## config.mk

```make
export PLATFORM = sky130hd
export DESIGN_NAME = ddo_mac
export DESIGN_NICKNAME = d
export VERILOG_FILES = /design/src/rtl/ddo_mac.sv
export SDC_FILE = /design/constraint.sdc
export NUM_CORES = 2
export LEC_CHECK = 0
export BUFFER_PORTS_ARGS = -buffer_cell sky130_fd_sc_hd__buf_2
export CORE_AREA = 2 2 327 329
export CTS_CLUSTER_SIZE = 12
export DETAILED_ROUTE_END_ITERATION = 6
export DIE_AREA = 0 0 329 331
export PLACE_DENSITY = 0.64
export SETUP_SLACK_MARGIN = 0.3
export SLEW_MARGIN = 5
export SYNTH_ARGS = -nofsm -noshare
export SYNTH_HDL_FRONTEND = slang
export SYNTH_SLANG_ARGS = --single-unit
```

## constraint.sdc

```tcl
create_clock -name clk -period 9.05 [get_ports clk]
set_input_delay 0 -clock clk [delete_from_list [all_inputs] [get_ports clk]]
set_output_delay 0 -clock clk [all_outputs]
set_load 0.005 [all_outputs]
```

## src/rtl/ddo_mac.sv

```systemverilog
// ---------------------------------------------------------------------------
// ddo_mac: shared multiplier
// One signed 33x33 multiply with a registered product.
// ---------------------------------------------------------------------------
`default_nettype none
module ddo_mac (
    input  wire logic               clk,
    input  wire logic signed [32:0] a,
    input  wire logic signed [32:0] b,
    output logic signed [65:0]      prod
);

    // Product register feeds the sequencer on the next cycle.
    always_ff @(posedge clk)
    begin
        prod <= a * b;
    end

endmodule
`default_nettype wire

```

* Yosys cells after proc, flatten, opt, wreduce, memory -nomap -nowiden *
Index checks and enable logic that the tools add are counted.

storage, ports and cells
  output and inout port bits = 66
  register bits after elaboration = 66
  logic and storage cells = 2
  input port bits = 67

operators by class
  multipliers = 1

operators by type and width
  operator                                        number
  33-bit by 33-bit multiplier with 66-bit output  1

* Longest topological paths before layout *
  depth in word-level cells = 1
  gate-level depth with buffers = 27
  depth with buffers taken out = 26

* Least setup slack after synthesis *
OpenSTA, ideal clock, no wires.

  path type = input-to-reg
  start = input a[32]
  end = register prod[62]
  stages = 23
  slack = 1.814 ns
  required time = 8.971 ns
  setup time = 0.079 ns
  path buffers = 2
  arrival time = 7.157 ns
  cell sequence = clkbuf_1 > nand2_1 > inv_1 > fa_1 > fa_1 > fa_1 > fa_1 > fa_1 > fa_1 > fa_1 > inv_1 > fa_1 > inv_1 > ha_1 > clkbuf_1 > and3_1 > nand3_1 > nand2b_1 > a2111oi_4 > a211oi_4 > a21o_2 > a21o_1 > a211oi_2

on the way
  longest elaborated chain between the ends = 1

RTL lines
  what                                            RTL line  text
  from (decl)                                     8         input wire logic signed [32:0] a,
  33-bit by 33-bit multiplier with 66-bit output  16        prod <= a * b;
  to (signal assigned)                            16
  to (decl)                                       10        output logic signed [65:0] prod

No other way between the ends.

* Worst setup path in the final report *
  start = input b[9]
  end = register prod[62]

on the way
  longest elaborated chain between the ends = 1

RTL lines
  what                                            RTL line  text
  from (decl)                                     9         input wire logic signed [32:0] b,
  33-bit by 33-bit multiplier with 66-bit output  16

No other way between the ends.

==> results.ini <==
[logic_synthesis]
avgSynthCellArea_um2 = 9.390
async_flop_share = 0
synth-compound-area-share = 0.04067
synth_top_family_by_area = adder cells
seq_area_frac_synth = 0.03244
synth_cells = 4338
netlist_area_mm2 = 0.04073
synthXorXnorAreaFrac = 0.01462
synthAdderAreaFrac = 0.6294
synth_nets = 5767
synth_seq_cells = 66
yosysMostFrequentCell = fa_1
synth_edf_count = 0
synth_largest_area_cell = fa_1
synth_top_cell_area_share = 0.5627
muxShareOfSynthArea = 0
synth_area_leaders = fa_1 (56%), inv_1 (10%), and2_1 (8.6%), ha_1 (6.7%), nand2_1 (5.1%)
synth_cell_types = 80
yosys_warnings = 0
ys.flop_type = dfxtp_1
yosys.area_share.simple = 0.1578
yosys-top-cells-count = fa_1 (1,145), inv_1 (1,131), and2_1 (562)

[sta]
finalHoldViolations = 0
max_freq_ghz = 0.1264
final-setup-viol-count = 0
maxSlewHeadroom = 0.2953
finalMaxSlewViolations = 0
fin_crit_sh = 0.8744
tns_ns = 0
timing.hold.ws_ns = 0.05775
tightestPinTransition_ns = 1.057
period_needed_ns = 7.913
rsz0062_at_grt = false

[drt]
via_count = 28460
drt_iter0_drc = 1647
drt-met1-wl_mm = 44.57
wl_met3_mm = 8.072
wl_per_cell_um = 19.46
wl_mm = 110.8
dr.pass1.iters = 5
drc = 0
maxUsedRoutingLayer = met5
dr_wl_met2_mm = 54.46
via_per_inst = 4.996
antenna_left = 0

[place]
gp_congestion = 0.9366
hpwlAfterDp_mm = 90.43
port_buffers = 132

[critical_path]
path_delay_family = adder cells
critPathBufInv = 6
crit_type = input pin to flop
slowest_stage = fa_1
cp-start-kind = input pin
arrival_ns = 8.21
cp-end-kind = flop
critical_path.max_stage_delay_ns = 0.79
critPathMaxFanout = 34
worstPathRequired_ns = 9.35
crit_path_frequent_cell = fa_1
worstPathCellList = buf_2, nand2_1, fa_1, inv_1, fa_1, inv_1, fa_1, inv_1, fa_1, fa_1, fa_1, fa_1, inv_1, fa_1, inv_1, ha_1, and4_1, nand3_1, nand2b_1, a2111oi_4, a211oi_4, a21o_2, a211oi_2, a211oi_2

[floorplan]
row_count = 119
die-area_mm2 = 0.1089
pin_count = 133
coreArea_mm2 = 0.1050
initial_core_util = 0.3881
dieHeight_um = 331
dieWidth_um = 329

[global_routing]
grt_usage = 0.2165
antenna_found_initial = 19
grt_max_degree = 34
grt_overflow = 0
grt_pass1_vias = 31560
grt_pass1_wl_mm = 179.8

[cells_and_area]
final_util = 0.4084
layout.nets = 5722
area_delta_synth_final_pct = 5.243
drive_gt1_frac = 0.05072
largest-register = prod
largest_reg_flops = 66
reg.largest.list = prod (66)

[clock_tree]
cts-resized-gates = 0
path_clk_slew_ns = 0.07
htreeDepth = 3
ctsLongestPathBuffers = 2
cts_setup_buffers = 0
cts.sinks = 66
root_buffer = clkbuf_16
cts_tree = built
holdBufCountCts = 0
numCtsBuffers = 9

[job]
drv_cap = 0

[worst_hold_path]
hold_class = input pin to flop

[run_status]
status = complete, no violations

per-stage QoR:
step	setup WS [ns]	std cells	cell area (um^2)
2_1_floorplan	1.814	4338	40730
3_3_place_gp	0.8337	5673	42560
3_5_place_dp	0.7828	5673	42560
4_1_cts	1.181	5689	42850
5_1_grt	0.8215	5691	42860
6_report	1.137	5696	42870
cell families (layout without fill, tap and decap cells):
logic type,count (synthesis),after routing
AOI/OAI and AO/OA,219,219
buffers and inverters,1352,1312
adders and majority gates,1362,1362
other,0,7
and+or+nand+nor,1271,1271
DFF,66,66
xor gates and xnor gates,68,68
path summary, 6_finish.rpt:
kind  startpoint  endpoint  slack, ns  cells past startpoint
max         b[9]  prod[62]       1.14                     24
min         a[0]   prod[0]       0.06                      2
cells in the final DEF (no fill, tap or decap), drive strengths merged, types with 3 or more instances in the layout:
cell	instances
nand4	12
fa	1145
o21bai	11
o21ai	33
and3	6
nor3	7
nand2b	12
nand2	551
a21boi	3
nand3	26
and2	563
a211oi	11
xnor2	43
o211ai	5
inv	1131
o31ai	7
a21oi	61
and4	5
clkbuf	9
o21a	6
a211o	6
ha	217
a31oi	9
or2	3
diode	7
clkinv	5
a21o	38
nor2b	5
xor2	25
dfxtp	66
nor4	3
or3	3
nor2	68
a221oi	3
buf	165
per-layer routing:
layer  track usage  vias up
met2        0.3675      957
met3       0.04216      211
met5             0        -
li1              -    12250
met1        0.2802    15020
met4       0.06631       22
area by class of cell:
type	count	area (um^2)
fillers	10420	62100
diodes	7	17.52
clock buffers	9	225.2
flip-flops and latches	66	1321
repair buffers	165	933.4
clock inverters	7	70.07
inverters	1131	4245
well taps	1391	1740
multi-input cells	2920	34320
Power is left out: the tool's default activity adds up to more than one toggle a clock period on the data nets, which glitch-free logic cannot reach.
